**config.mk**
```make
export PLATFORM = sky130hd
export DESIGN_NAME = cpts_ram
export DESIGN_NICKNAME = d
export VERILOG_FILES = /design/src/counter_priority_task_scheduler_core_assert.svh /design/src/cpts_ram.sv
export SDC_FILE = /design/constraint.sdc
export NUM_CORES = 1
export LEC_CHECK = 0
export ABC_AREA = 1
export BUFFER_PORTS_ARGS = -buffer_cell sky130_fd_sc_hd__buf_2
export CORE_MARGIN = 1.5
export CORE_UTILIZATION = 50
export DETAILED_ROUTE_END_ITERATION = 10
export GPL_TIMING_DRIVEN = 1
export PLACE_DENSITY = 0.77
export SYNTH_ARGS = -nofsm -noshare
export SYNTH_HDL_FRONTEND = slang
export SYNTH_SLANG_ARGS = --single-unit
export TNS_END_PERCENT = 100
```
**constraint.sdc**
```tcl
create_clock -name clk -period 3.1 [get_ports clk]
set_input_delay 0.155 -clock clk [delete_from_list [all_inputs] [get_ports clk]]
set_output_delay 0.155 -clock clk [all_outputs]
set_load 0.05 [all_outputs]
```
**src/counter_priority_task_scheduler_core_assert.svh**
```systemverilog
// Assertion macros shared by the scheduler RTL.
`ifndef COUNTER_PRIORITY_TASK_SCHEDULER_CORE_ASSERT_SVH
`define COUNTER_PRIORITY_TASK_SCHEDULER_CORE_ASSERT_SVH

// Same-cycle implication, held off during reset.
`define CPTS_ASSERT_NOW(label, ante, cons, msg) \
	label: assert property (@(posedge clk) disable iff (!arst_n) (ante) |-> (cons)) \
		else $error(msg);

// Next-cycle implication, held off during reset.
`define CPTS_ASSERT_NEXT(label, ante, cons, msg) \
	label: assert property (@(posedge clk) disable iff (!arst_n) (ante) |=> (cons)) \
		else $error(msg);

`endif

```
**src/cpts_ram.sv**
```systemverilog
// Generic single-write, single-read RAM with registered read data.
`timescale 1ns / 1ps
module cpts_ram #(
	parameter int WIDTH = 8,
	parameter int DEPTH = 16
) (
	input logic clk,
	input logic we,
	input logic [$clog2(DEPTH)-1:0] waddr,
	input logic [WIDTH-1:0] wdata,
	input logic [$clog2(DEPTH)-1:0] raddr,
	output logic [WIDTH-1:0] rdata
);
	logic [WIDTH-1:0] mem_q [DEPTH];
	logic [WIDTH-1:0] rdata_q;

	always_ff @(posedge clk) begin
		if (we) begin
			mem_q[waddr] <= wdata;
		end
		rdata_q <= mem_q[raddr];
	end

	assign rdata = rdata_q;
endmodule

```
==> report_table.html, run 1 <==
<table>
<tr><th>Metric</th><th>Value</th></tr>
<tr><th colspan="2">Place</th></tr>
<tr><td>Sum of net half-perimeters after detailed placement</td><td>7461 um</td></tr>
<tr><td>Global placement routability congestion</td><td>about 0.84</td></tr>
<tr><td>Count of input and output buffers</td><td>25</td></tr>
<tr><td>Instance area at placement</td><td>about 0.0059 sq mm</td></tr>
<tr><td>Placed Cells</td><td>between 600 and 700</td></tr>
<tr><th colspan="2">Critical path</th></tr>
<tr><td>Kind of start point of the critical path</td><td>input pin</td></tr>
<tr><td>Type of destination of the critical path</td><td>register</td></tr>
<tr><td>Critical Path AT</td><td>around 1.7 ns</td></tr>
<tr><td>CP Data Required Time</td><td>about 3.4 ns</td></tr>
<tr><td>Critical Path Fanout Max</td><td>33</td></tr>
<tr><td>Critical path class</td><td>input pin to register</td></tr>
<tr><th colspan="2">Power</th></tr>
<tr><td>P per Cell Area</td><td>just over 700 mW/mm^2</td></tr>
<tr><td>Largest voltage drop on the vdd net</td><td>0.3311 mV</td></tr>
<tr><td>Static Leak</td><td>0.002863 uW</td></tr>
<tr><td>Switching part of the total</td><td>between 20% and 30%</td></tr>
<tr><td>Combinational group share of total power</td><td>approximately 5.9%</td></tr>
<tr><td>Clock share of power</td><td>roughly half</td></tr>
<tr><td>Flop pwr share</td><td>between 40% and 50%</td></tr>
<tr><td>Sw power</td><td>approximately 960 uW</td></tr>
<tr><td>Internal power</td><td>approximately 3700 uW</td></tr>
<tr><th colspan="2">Logic synthesis</th></tr>
<tr><td>Adder and majority cell fraction of the synthesized area</td><td>0%</td></tr>
<tr><td>Fraction of synthesized area in multiplexers</td><td>0%</td></tr>
<tr><td>Combinational family with the most area after synthesis</td><td>simple AND/OR/NAND/NOR gates</td></tr>
<tr><td>Synthesized flop and latch total</td><td>between 100 and 150</td></tr>
<tr><td>Area fraction in compound gates after synthesis</td><td>0%</td></tr>
<tr><td>Largest area contributor in the netlist</td><td>sky130_fd_sc_hd__edfxtp_1</td></tr>
<tr><td>Unique masters post-synth</td><td>12</td></tr>
<tr><td>Simple logic cell fraction of the synthesized area</td><td>between 20% and 30%</td></tr>
<tr><td>Average footprint of a synthesized cell</td><td>roughly 10 sq um</td></tr>
<tr><td>Cell count after synthesis</td><td>~550</td></tr>
<tr><td>XOR/XNOR Fraction of Synth Area</td><td>0%</td></tr>
<tr><td>Sequential cell area fraction in the yosys report</td><td>69.43%</td></tr>
<tr><td>Summed instance area of the synthesized netlist</td><td>~0.0058 sq mm</td></tr>
<tr><td>Area share of the largest cell type after synthesis</td><td>66.65%</td></tr>
<tr><td>YS warnings</td><td>0</td></tr>
<tr><td>Nets in the synthesized netlist</td><td>between 500 and 600</td></tr>
<tr><td>Main area contributors after synthesis</td><td>sky130_fd_sc_hd__edfxtp_1 67%, sky130_fd_sc_hd__nand2_1 11%, sky130_fd_sc_hd__nand3_1 8.4%</td></tr>
<tr><th colspan="2">STA</th></tr>
<tr><td>Hold Fails Final Rpt</td><td>0</td></tr>
<tr><td>Number of pins with negative max-slew slack in the final report</td><td>0</td></tr>
<tr><td>Setup repair after global routing missed its margin</td><td>false</td></tr>
<tr><td>Portion of the clock cycle consumed by the worst path in the final layout</td><td>between 40% and 50%</td></tr>
<tr><td>Tightest slew margin relative to the limit</td><td>25.43%</td></tr>
<tr><td>Final total negative setup slack</td><td>0 ns</td></tr>
<tr><td>Final period demand of the worst path</td><td>1.424 ns</td></tr>
<tr><td>Transition at the pin with the smallest max-transition slack</td><td>between 1 and 1.5 ns</td></tr>
<tr><td>Highest Clock Rate</td><td>approximately 700 MHz</td></tr>
<tr><td>Final Skew</td><td>roughly 0.0074 ns</td></tr>
<tr><td>Count of final setup violators</td><td>0</td></tr>
<tr><th colspan="2">Final layout</th></tr>
<tr><td>Number of filler cells placed in the layout</td><td>between 900 and 1000</td></tr>
<tr><td>Final Instance Area</td><td>around 0.0066 sq mm</td></tr>
<tr><td>Syn-to-layout area delta</td><td>14.60%</td></tr>
<tr><td>Share of layout cells above drive strength 1</td><td>about a tenth</td></tr>
<tr><td>Count of placed standard cells in the final layout, fillers left out</td><td>~730</td></tr>
<tr><td>Final core utilization</td><td>about three fifths</td></tr>
<tr><td>Number of nets in the final layout</td><td>slightly below 600</td></tr>
<tr><td>Diodes inserted</td><td>0</td></tr>
<tr><th colspan="2">Drt</th></tr>
<tr><td>Routed len/inst</td><td>17.45 um</td></tr>
<tr><td>Initial detailed-routing violation count</td><td>approximately 410</td></tr>
<tr><td>Wire length reported by the detailed router</td><td>12710 um</td></tr>
<tr><td>Routed vias/inst</td><td>around 5.3</td></tr>
<tr><td>Detailed-route via count</td><td>3829</td></tr>
<tr><td>Detailed-routing iteration count for the pre-antenna-repair pass</td><td>5</td></tr>
<tr><td>Count of nets left with antenna violations after detail routing</td><td>0</td></tr>
<tr><td># DRC</td><td>0</td></tr>
<tr><th colspan="2">Global routing</th></tr>
<tr><td>Number of antenna violations at the first check in global routing</td><td>0</td></tr>
<tr><td>Final global-route overflow total</td><td>0</td></tr>
<tr><td>Vias in the first global route</td><td>roughly 3600</td></tr>
<tr><td>Global-route usage over all layers</td><td>between 20% and 30%</td></tr>
<tr><td>First-pass GRT wire length</td><td>roughly 20000 um</td></tr>
<tr><td>Largest net degree at the start of global routing</td><td>65</td></tr>
<tr><th colspan="2">Clock network</th></tr>
<tr><td>TritonCTS clock tree</td><td>yes</td></tr>
<tr><td>Clock sink total</td><td>around 140</td></tr>
<tr><td>Max Root-Sink Buffers</td><td>2</td></tr>
<tr><td>Post-CTS setup-driven buffer insertion count</td><td>0</td></tr>
<tr><td>Root Buffer</td><td>sky130_fd_sc_hd__clkbuf_16</td></tr>
<tr><td>Worst-path clk slew</td><td>around 0.060 ns</td></tr>
<tr><td>Number of clock buffers inserted by TritonCTS</td><td>17</td></tr>
<tr><td>Hold bufs inserted after CTS</td><td>0</td></tr>
<tr><td>Level count of the clock H-tree</td><td>4</td></tr>
<tr><td>Count of instances resized after the clock tree is built</td><td>0</td></tr>
<tr><td>Clock network latency to the later pin of the worst-skew pair</td><td>0.42 ns</td></tr>
<tr><th colspan="2">Floorplanning</th></tr>
<tr><td>Die H</td><td>110.4 um</td></tr>
<tr><td>Area of the die</td><td>0.01219 sq mm</td></tr>
<tr><td>Num rows</td><td>39</td></tr>
<tr><td>Initial core utilization</td><td>between 50 and 60%</td></tr>
<tr><td>Core region area</td><td>roughly 0.011 sq mm</td></tr>
<tr><td>Die X</td><td>about 110 um</td></tr>
<tr><td>I/O pin cnt</td><td>26</td></tr>
<tr><th colspan="2">Status</th></tr>
<tr><td>Status</td><td>complete, no violations</td></tr>
<tr><th colspan="2">Worst hold path</th></tr>
<tr><td>Class of the tightest hold or removal check</td><td>input pin to register</td></tr>
<tr><th colspan="2">Run</th></tr>
<tr><td>Max-cap violation count</td><td>0</td></tr>
</table>
## path summary, 6_finish.rpt
kind                                         end  cells after the start  slack, ns                   start
worst max-delay path            rdata[5]$_DFF_P_                      6       1.68                raddr[1]
worst min register to register  rdata[3]$_DFF_P_                      6       0.68  mem_q[10][3]$_DFFE_PP_
worst min-delay path            rdata[5]$_DFF_P_                      3       0.09                raddr[3]
worst max register to register  rdata[5]$_DFF_P_                      6       2.06   mem_q[7][5]$_DFFE_PP_
## metrics by stage
| step | hold WS, ns | setup WS (ns) | total power (uW) |
|---|---|---|---|
| CTS | 0.08551 | 1.735 | 4686 |
| floorplan | 0.2539 | 1.994 | 2291 |
| global route | 0.09684 | 1.552 | 4791 |
| detailed placement | 0.5222 | 1.304 | 2382 |
| global placement | 0.5279 | 1.272 | 2378 |
| finish | 0.09329 | 1.676 | 4674 |
## layout make-up
class	count	area, sq um	share of cell area [%]
flip-flops and latches	136	4004	60.58
multi-input cells	289	1214	18.36
clock buffers	21	480.5	7.270
inverters	102	382.9	5.793
clock inverters	11	216.5	3.275
well taps	143	178.9	2.707
repair buffers	26	132.6	2.007
## placed cells by master, fill, tap and decap left out
| cell | instances |
|---|---|
| sky130_fd_sc_hd__clkbuf_16 | 17 |
| sky130_fd_sc_hd__dfxtp_1 | 8 |
| sky130_fd_sc_hd__nor2_1 | 17 |
| sky130_fd_sc_hd__inv_2 | 2 |
| sky130_fd_sc_hd__nand3_1 | 97 |
| sky130_fd_sc_hd__nand2_1 | 173 |
| sky130_fd_sc_hd__inv_1 | 100 |
| sky130_fd_sc_hd__buf_4 | 1 |
| sky130_fd_sc_hd__clkinv_2 | 2 |
| sky130_fd_sc_hd__edfxtp_1 | 128 |
| sky130_fd_sc_hd__clkinv_4 | 3 |
| sky130_fd_sc_hd__nand3b_1 | 2 |
| sky130_fd_sc_hd__buf_2 | 25 |
| sky130_fd_sc_hd__clkbuf_8 | 4 |
| sky130_fd_sc_hd__bufinv_16 | 6 |
## worst max-delay path, stage by stage
cell and delay, ns:
sky130_fd_sc_hd__buf_2 0.53, sky130_fd_sc_hd__inv_2 0.47, sky130_fd_sc_hd__nand3_1 0.24, sky130_fd_sc_hd__nand3_1 0.09, sky130_fd_sc_hd__nand3_1 0.16, sky130_fd_sc_hd__nand2_1 0.07
## routing by layer
layer	vias up	wire length [um]	track usage [%]
met5	-	0	0
met4	0	386	9.890
met3	26	1061	6.467
met2	179	5713	33.82
met1	1809	5546	32.66
li1	1815	-	-
## logic make-up after synthesis
group	after synthesis
flip-flops	136
buffers and inverters	126
AND/OR/NAND/NOR	289
## power groups by stage
stage	sequential, uW	combinational (uW)	clock (uW)
after floorplan	2150	145	0
after global placement	2110	271	0
after detailed placement	2110	274	0
after CTS	2070	276	2340
after global routing	2070	304	2410
final	2070	277	2330
## state kept, by name (all words and copies together), names as in the netlist
signal	cells
rdata	8
mem_q	128
## cells in the mapped netlist (all sizes together)
cell type / number
nand2: 173
edfxtp: 128
inv: 102
nand3: 97
buf: 24
nor2: 17
dfxtp: 8
nand3b: 2
Power figures use the tool's default switching activity.
==> run 2, diff against run 1 <==
- PLACE_DENSITY: 0.77 -> 0.8
- clock period: 3.1 -> 1.3 ns (I/O delays scaled with it)
==> run 2 against run 1 <==
  * Non-clock buffer count rose by 23
  * First-iteration DRC count rose by 36%
  * Clock-buffer cell count fell by 2
  * Largest cell class unchanged
  * Register-to-register slack got worse by 1.9 ns
  * Sequential power rose by 140%
  * Critical endpoint is now rdata[3]$_DFF_P_
  * Design area rose by 1.6%
  * Combinational power rose to 2.5 times the previous value
  * Routed wire length fell by 1.1%
  * Critical path depth did not move
  * Flip-flop and latch count did not move
  * Clock skew barely moved
==> report_table.html, run 2 (synthesis gave the netlist of run 1 again) <==
<table>
<tr><th>Metric</th><th>Value</th></tr>
<tr><th colspan="2">STA</th></tr>
<tr><td>Final Skew</td><td>0.007034 ns</td></tr>
<tr><td>Worst Hold Slack</td><td>0.009178 ns</td></tr>
<tr><td>Final period demand of the worst path</td><td>around 1.1 ns</td></tr>
<tr><td>Transition at the pin with the smallest max-transition slack</td><td>0.5593 ns</td></tr>
<tr><td>Tightest slew margin relative to the limit</td><td>between 60% and 70%</td></tr>
<tr><td>Number of pins with negative max-slew slack in the final report</td><td>0</td></tr>
<tr><td>Setup repair after global routing missed its margin</td><td>false</td></tr>
<tr><td>Portion of the clock cycle consumed by the worst path in the final layout</td><td>88.11%</td></tr>
<tr><td>Final total negative setup slack</td><td>0 ns</td></tr>
<tr><td>Hold Fails Final Rpt</td><td>0</td></tr>
<tr><td>Highest Clock Rate</td><td>873.1 MHz</td></tr>
<tr><td>Count of final setup violators</td><td>0</td></tr>
<tr><th colspan="2">Final layout</th></tr>
<tr><td>Most used cells in the layout excluding fill and tap cells</td><td>173 x sky130_fd_sc_hd__nand2_1, 128 x sky130_fd_sc_hd__edfxtp_1, 100 x sky130_fd_sc_hd__inv_1, 97 x sky130_fd_sc_hd__nand3_1, 25 x sky130_fd_sc_hd__buf_2</td></tr>
<tr><td>Count of placed standard cells in the final layout, fillers left out</td><td>around 750</td></tr>
<tr><td>Largest register FFs</td><td>between 100 and 150</td></tr>
<tr><td>Diodes inserted</td><td>0</td></tr>
<tr><td>Share of layout cells above drive strength 1</td><td>between 10% and 20%</td></tr>
<tr><td>Number of nets in the final layout</td><td>613</td></tr>
<tr><td>Largest register by flop count</td><td>mem_q</td></tr>
<tr><td>Syn-to-layout area delta</td><td>16.42%</td></tr>
<tr><td>Most common library cell in the layout ignoring fill and taps</td><td>sky130_fd_sc_hd__nand2_1</td></tr>
<tr><td>Final Instance Area</td><td>between 0.006 and 0.007 sq mm</td></tr>
<tr><th colspan="2">Power</th></tr>
<tr><td>Internal power</td><td>approximately 7900 uW</td></tr>
<tr><td>Switching part of the total</td><td>between 20% and 30%</td></tr>
<tr><td>Combinational group share of total power</td><td>roughly 6.8%</td></tr>
<tr><td>Largest voltage drop on the vdd net</td><td>0.9522 mV</td></tr>
<tr><td>P per Cell Area</td><td>1535 mW/mm^2</td></tr>
<tr><td>Sw power</td><td>roughly 2400 uW</td></tr>
<tr><td>Static Leak</td><td>between 0.002 and 0.003 uW</td></tr>
<tr><td>Clock share of power</td><td>45.3%</td></tr>
<tr><td>Flop pwr share</td><td>roughly 48%</td></tr>
<tr><th colspan="2">Critical path</th></tr>
<tr><td>Chain of cells forming the critical path</td><td>inv_1 -&gt; nand2_1 -&gt; nand3_1 -&gt; nand3_1 -&gt; nand3_1 -&gt; nand2_1</td></tr>
<tr><td>Slowest stage delay, CP</td><td>~0.39 ns</td></tr>
<tr><td>Crit path max-delay family</td><td>simple AND/OR/NAND/NOR gates</td></tr>
<tr><td>Number of cell instances on the worst register-to-register path</td><td>6</td></tr>
<tr><td>Critical Path AT</td><td>1.44 ns</td></tr>
<tr><td>Critical Path Fanout Max</td><td>1</td></tr>
<tr><td>Cell with the largest stage delay on the worst path</td><td>sky130_fd_sc_hd__edfxtp_1</td></tr>
<tr><td>R2R Setup Slk</td><td>roughly 0.15 ns</td></tr>
<tr><td>Cell repeated most along the worst path</td><td>sky130_fd_sc_hd__nand3_1</td></tr>
<tr><td>CP Data Required Time</td><td>1.60 ns</td></tr>
<tr><td>Critical path class</td><td>register to register</td></tr>
<tr><td>Worst R2R End</td><td>rdata[3]$_DFF_P_</td></tr>
<tr><td>Reg2reg start</td><td>mem_q[6][3]$_DFFE_PP_</td></tr>
<tr><td>Kind of start point of the critical path</td><td>register</td></tr>
<tr><td>Type of destination of the critical path</td><td>register</td></tr>
<tr><td>Number of buffer and inverter stages on the critical path</td><td>1</td></tr>
<tr><th colspan="2">Floorplanning</th></tr>
<tr><td>Die X</td><td>between 100 and 150 um</td></tr>
<tr><td>I/O pin cnt</td><td>26</td></tr>
<tr><td>Num rows</td><td>39</td></tr>
<tr><td>Initial core utilization</td><td>around 51%</td></tr>
<tr><td>Area of the die</td><td>about 0.012 sq mm</td></tr>
<tr><td>Die H</td><td>~110 um</td></tr>
<tr><td>Core region area</td><td>roughly 0.011 sq mm</td></tr>
<tr><th colspan="2">Drt</th></tr>
<tr><td>Routed vias/inst</td><td>about 5.2</td></tr>
<tr><td>Routed len/inst</td><td>~17 um</td></tr>
<tr><td>Wire length reported by the detailed router</td><td>12570 um</td></tr>
<tr><td>Detailed-route via count</td><td>approximately 4000</td></tr>
<tr><td># DRC</td><td>0</td></tr>
<tr><td>Count of nets left with antenna violations after detail routing</td><td>0</td></tr>
<tr><td>Detailed-routing iteration count for the pre-antenna-repair pass</td><td>5</td></tr>
<tr><td>Initial detailed-routing violation count</td><td>between 500 and 600</td></tr>
<tr><th colspan="2">Worst hold path</th></tr>
<tr><td>Min-Delay Path Depth</td><td>3</td></tr>
<tr><td>Worst Hold Path EP</td><td>rdata[2]$_DFF_P_</td></tr>
<tr><td>Hold_sp</td><td>raddr[3]</td></tr>
<tr><td>Class of the tightest hold or removal check</td><td>input pin to register</td></tr>
<tr><th colspan="2">Clock network</th></tr>
<tr><td>Number of clock buffers inserted by TritonCTS</td><td>17</td></tr>
<tr><td>Max Root-Sink Buffers</td><td>2</td></tr>
<tr><td>Root Buffer</td><td>sky130_fd_sc_hd__clkbuf_16</td></tr>
<tr><td>Hold bufs inserted after CTS</td><td>0</td></tr>
<tr><td>Clock network latency to the later pin of the worst-skew pair</td><td>0.41 ns</td></tr>
<tr><td>Level count of the clock H-tree</td><td>4</td></tr>
<tr><td>TritonCTS clock tree</td><td>yes</td></tr>
<tr><td>Count of instances resized after the clock tree is built</td><td>0</td></tr>
<tr><td>Post-CTS setup-driven buffer insertion count</td><td>0</td></tr>
<tr><td>Clock sink total</td><td>about 140</td></tr>
<tr><td>Worst-path clk slew</td><td>0.06 ns</td></tr>
<tr><th colspan="2">Global routing</th></tr>
<tr><td>Global-route usage over all layers</td><td>a little under a quarter</td></tr>
<tr><td>First-pass GRT wire length</td><td>slightly below 20000 um</td></tr>
<tr><td>Vias in the first global route</td><td>approximately 3800</td></tr>
<tr><td>Largest net degree at the start of global routing</td><td>33</td></tr>
<tr><td>Final global-route overflow total</td><td>0</td></tr>
<tr><td>Number of antenna violations at the first check in global routing</td><td>0</td></tr>
<tr><th colspan="2">Place</th></tr>
<tr><td>Placed Cells</td><td>719</td></tr>
<tr><td>Global placement routability congestion</td><td>between 0.9 and 1</td></tr>
<tr><td>Count of input and output buffers</td><td>25</td></tr>
<tr><td>Instance area at placement</td><td>slightly above 0.006 sq mm</td></tr>
<tr><td>Sum of net half-perimeters after detailed placement</td><td>~7700 um</td></tr>
<tr><th colspan="2">Status</th></tr>
<tr><td>Status</td><td>complete, no violations</td></tr>
<tr><th colspan="2">Run</th></tr>
<tr><td>Max-cap violation count</td><td>0</td></tr>
</table>
[run 2: cell types whose count changed in the layout (fill, tap and decap cells not counted)]
cell,before,now
sky130_fd_sc_hd__buf_4,1,20
sky130_fd_sc_hd__buf_12,0,4
sky130_fd_sc_hd__bufinv_16,6,2
sky130_fd_sc_hd__clkbuf_8,4,0
sky130_fd_sc_hd__clkinvlp_4,0,4
sky130_fd_sc_hd__inv_6,0,3
sky130_fd_sc_hd__clkbuf_1,0,2
sky130_fd_sc_hd__clkinv_2,2,0
sky130_fd_sc_hd__clkinv_1,0,1
[run 2: how the worst max path moves through the flow]
stage	start	cells past startpoint	to
global placement	raddr[0]	7	rdata[2]$_DFF_P_
floorplan	waddr[2]	2	mem_q[10][0]$_DFFE_PP_
finish	mem_q[6][3]$_DFFE_PP_	6	rdata[3]$_DFF_P_
detailed placement	raddr[0]	7	rdata[2]$_DFF_P_
global route	rdata[4]$_DFF_P_	1	rdata[4]
CTS	rdata[0]$_DFF_P_	1	rdata[0]
[run 2: power groups by stage]
stage,logic (uW),registers (uW),clock network (uW)
2_1_floorplan,346,5120,0
3_3_place_gp,672,5020,0
3_5_place_dp,689,5030,0
4_1_cts,698,4940,4710
5_1_grt,764,4940,4890
6_report,702,4940,4670
[run 2: worst reg2reg max path, delay by kind of cell (launching register included)]
kind	cells	cell delay, ns
AND/OR/NAND/NOR	5	0.56
flip-flops	1	0.39
buffers and inverters	1	0.08
[run 2: stage by stage]
stage	setup slack (ns)	utilization, %	power, uW
2_1_floorplan	0.2842	-	5463
3_3_place_gp	0.1297	54.19	5695
3_5_place_dp	0.1077	54.19	5715
4_1_cts	0.1711	59.31	10340
5_1_grt	0.1606	59.31	10600
6_report	0.1546	59.31	10310
[run 2: final cells by class]
class / count / area [sq um]
Sequential cell: 136 / 4004
Fill cell: 868 / 4607
Tap cell: 143 / 178.9
Clock buffer: 19 / 432.9
Multi-Input combinational cell: 289 / 1214
Inverter: 102 / 382.9
Timing Repair Buffer: 49 / 355.3
Clock inverter: 13 / 146.4
[run 2: metal layers]
| metal | wire [um] | GRT usage [%] | vias to the layer above |
|---|---|---|---|
| met5 | 0 | 0 | - |
| li1 | - | - | 1863 |
| met4 | 405 | 10.71 | 0 |
| met1 | 4825 | 29.00 | 1803 |
| met2 | 6371 | 37.13 | 227 |
| met3 | 970 | 5.056 | 37 |
